[src/lphc_ram.sv]
`timescale 1ns / 1ps
module lphc_ram #(
  parameter int DW = 8,
  parameter int AW = 4
) (
  input  logic          clk,
  input  logic          we,
  input  logic [AW-1:0] waddr,
  input  logic [DW-1:0] wdata,
  input  logic [AW-1:0] raddr,
  output logic [DW-1:0] rdata
);

  localparam int DEPTH = 1 << AW;

  logic [DW-1:0] mem [DEPTH];

  always_ff @(posedge clk) begin
    if (we) begin
      mem[waddr] <= wdata;
    end
  end

  always_ff @(posedge clk) begin
    rdata <= mem[raddr];
  end

endmodule

[config.mk]
export PLATFORM = sky130hd
export DESIGN_NAME = lphc_ram
export DESIGN_NICKNAME = d
export VERILOG_FILES = /design/src/lphc_ram.sv
export SDC_FILE = /design/constraint.sdc
export NUM_CORES = 1
export LEC_CHECK = 0
export ABC_CLOCK_PERIOD_IN_PS = 2600
export BUFFER_PORTS_ARGS = -buffer_cell sky130_fd_sc_hd__buf_2
export CAP_MARGIN = 40
export CELL_PAD_IN_SITES_DETAIL_PLACEMENT = 0
export CELL_PAD_IN_SITES_GLOBAL_PLACEMENT = 1
export CORE_ASPECT_RATIO = 1.75
export CORE_UTILIZATION = 30
export CTS_CLUSTER_SIZE = 14
export DETAILED_ROUTE_END_ITERATION = 10
export PLACE_DENSITY_LB_ADDON = 0.15
export SYNTH_ARGS = -nofsm -noshare
export SYNTH_HDL_FRONTEND = slang
export SYNTH_SLANG_ARGS = --single-unit
[constraint.sdc]
create_clock -name clk -period 2.6 [get_ports clk]
set_input_delay 0.13 -clock clk [delete_from_list [all_inputs] [get_ports clk]]
set_output_delay 0.13 -clock clk [all_outputs]
set_load 0.01 [all_outputs]
=== Word-level counts from Yosys, hierarchy flattened ===
Memory sizes are Yosys's and may differ from the RTL's. A register that Yosys moved wholly into a read port is not among the register bits.
Index checks and enable logic that the tools add are counted.

* Register bits after elaboration: 0
* Memory bits (writable): 128
* Bits of input ports: 18
* Output and inout port bits: 8
* Logic and storage cells: 3
* Memories kept: 1

* Muxes and demuxes: 2

{| class="wikitable"
|+ Memories
! memory !! depth !! bits a word !! read ports !! clocked after memory_dff !! write ports !! line !! source
|-
| mem || 16 || 8 || 1 || 1 || 1 || 16 || <nowiki>logic [DW-1:0] mem [DEPTH];</nowiki>
|}

{| class="wikitable"
|+ Operators by type and width
! kind !! count
|-
| 2-to-1 mux 1 bit || 2
|}

=== Depth between registers and ports, before layout ===
* Depth in word-level cells: 2
* Mapped depth: 5
* Mapped depth without buffers: 3

=== Worst setup path before layout ===
OpenSTA, ideal clock, no wires.

* Path kind: in2reg
* Start point: in waddr[2]
* End point: mem mem[0][0] (enable)
* Library setup time: 0.383 ns
* Data arrival time: 1.240 ns
* Required time: 2.217 ns
* Path slack: 0.977 ns
* Stages on the path: 2
* Buffers on the path: 0
* Cells stage by stage: or3b_2 -> nor3_1

{| class="wikitable"
|+ RTL lines
! element !! line !! source
|-
| start: declaration || 8 || <nowiki>input logic [AW-1:0] waddr,</nowiki>
|-
| end: declaration || 16 ||
|}

No word-level cell before the write port.

==> metrics.txt <==
Die Y=175.3 um; Netlist cell types=19; Period minus WS final=1.402 ns; via count=2416; HPWL Detailed=7337 um; Final Skew=0.007653 ns; #FFs+latches synth=136; Root Driver=clkbuf_16; sequential area share after synthesis=77.78%; Antenna diodes=0; post-synthesis xor/xnor area fraction=0%; Resize count post-CTS=0; worst skew pair latency=0.41 ns; Simple-Gate Fraction of Synth Area=3.184%; die area=0.01771 sq mm; initial core utilization=30.51%; DR DRC count=0; Final Setup Violations=0; DRT Pass-1 Iters=4; total clock buffers created by CTS=17; largest family of logic cells by synthesized area=multiplexers; CP Capture Type=register; PD cells=833.7 mW/mm^2; complex-gate fraction of the synthesized area=2.333%; max-slew violations=0; largest net degree at the start of global routing=33; Hold Violations, Final=0; Die Wd=101.0 um; kind of critical path=reg2reg; # H-tree levels=4; area of the mapped netlist=0.005147 sq mm; CTS tree=built; RePlAce Congestion=0.7301; number of cell rows=63; Worst setup SP type=register; Worst Path Arrival=1.69 ns; maximum root-to-sink buffer count=2; Total GRT Usage=13.82%; Worst path max stage delay=0.55 ns; RSZ-0062 raised after global routing=no; Cells after Synth=229; commonest non-fill, non-tap cell in the layout=edfxtp_1; Congestion Overflow GR=0; multiplexer share of the synthesized area=15.02%; crit path max fanout=1; DRT iter0 DRCs=131; CTS Hold Buffers Added=0; Lkg Pwr=0.002088 uW; clock slew at reported path FFs=0.06 ns; yosys warns=0; WHS Path Cells=1; Ports=26; Layout area overhead=21.39%; first-pass GRT wire length=16340 um; WHS=0.1149 ns; Critical Path, Cell by Cell=mux4_1 -> a22oi_1 -> nand2_1; postcts setup bufs=0; period utilization=53.91%; Max Freq=713.4 MHz; status=completed; Via density=4.628; initial antenna violation count=0; final wirelength=11000 um; CORE AREA=0.01687 sq mm; syn_area_per_cell=22.48 sq um; clock sinks=136; Worst path slowest cell=mux4_1; vias in the first global route=2583; most frequent cells in the layout=edfxtp_1 (128), buf_2 (25), mux4_2 (18), buf_4 (18), clkbuf_16 (17); port bufs=25; Final ANT Viol Nets=0; fraction of final layout cells sized beyond drive strength 1=31.53%; net count after synthesis=247; fin nets=300; Setup TNS=0 ns; max_slew headroom=54.01%; required time worst endpoint=2.88 ns; R2R cell count=3; adder-cell share of the synthesized area=0%; Max VDD drop=0.3384 mV; wire per inst=21.08 um; max_cap viols=0; HP Class=in2reg; worst slew pin tran=0.6884 ns
-- through the flow --
step | power, uW | cells | utilization, % | worst slack (ns) | instance area (sq um)
2_1_floorplan | 2638 | 229 | - | 0.9771 | 5147
3_3_place_gp | 2752 | 488 | 33.26 | 0.7460 | 5610
3_5_place_dp | 2756 | 490 | 33.35 | 0.8198 | 5625
4_1_cts | 5263 | 522 | 37.04 | 1.177 | 6248
5_1_grt | 5374 | 522 | 37.04 | 1.114 | 6248
6_report | 5210 | 522 | 37.04 | 1.198 | 6248
-- sequential cells by signal, summed over array words and instances (netlist names) --
signal / count
mem: 128
rdata: 8
-- worst max-delay path, delay by kind of cell, from the launching register on --
family | cells | cell delay [ns]
flip-flops | 1 | 0.35
AO/OA/AOI/OAI | 1 | 0.29
AND/OR/NAND/NOR | 1 | 0.09
multiplexers | 1 | 0.55
-- layer usage --
layer,wire length [um],global-route usage [%],vias to the layer above
met5,0,0,-
met4,320,6.763,0
met3,318,2.865,16
met2,5969,23.72,68
met1,4395,16.27,1255
li1,-,-,1077
-- Yosys cell counts, drive strengths merged --
master,n,area share [%]
nor2,13,0.95
and2b,1,0.15
nand3,1,0.097
dfxtp,8,3.1
and2,1,0.12
nand2b,2,0.24
or3b,1,0.17
a22oi,16,2.3
clkdlybuf4s25,3,0.58
buf,7,1.1
nor2b,1,0.12
nand2,9,0.66
nand3b,2,0.29
edfxtp,128,75
mux4,32,15
nor3,4,0.39
-- final timing paths --
| kind | end | from | slack, ns |
|---|---|---|---|
| setup / recovery | rdata[5] | mem[9][5] | 1.20 |
| hold / removal | mem[4][7] | wdata[7] | 0.11 |
| setup reg to reg | rdata[5] | mem[9][5] | 1.20 |
| hold reg to reg | rdata[1] | mem[15][1] | 0.67 |
-- logic make-up (layout without fill, tap and decap cells) --
group,Yosys count,count (layout)
DFF,136,136
buffers and inverters,10,76
AOI/OAI and AO/OA,16,16
muxes,32,32
and+or+nand+nor,35,35
-- area by class of cell --
type,instances,area [sq um]
Clock buffer,20,446.7
Clock inverter,12,176.4
Fill cell,1622,10620
Multi-Input combinational cell,83,1057
Sequential cell,136,4004
Tap cell,227,284.0
Timing Repair Buffer,44,280.3
-- where the power goes --
group          switching [uW]  internal (uW)  total [uW]  leakage [uW]
clock                     883           1630        2510      0.000288
combinational             138           96.7         234      0.000576
sequential               13.7           2450        2470       0.00122
Power figures use the tool's default switching activity.
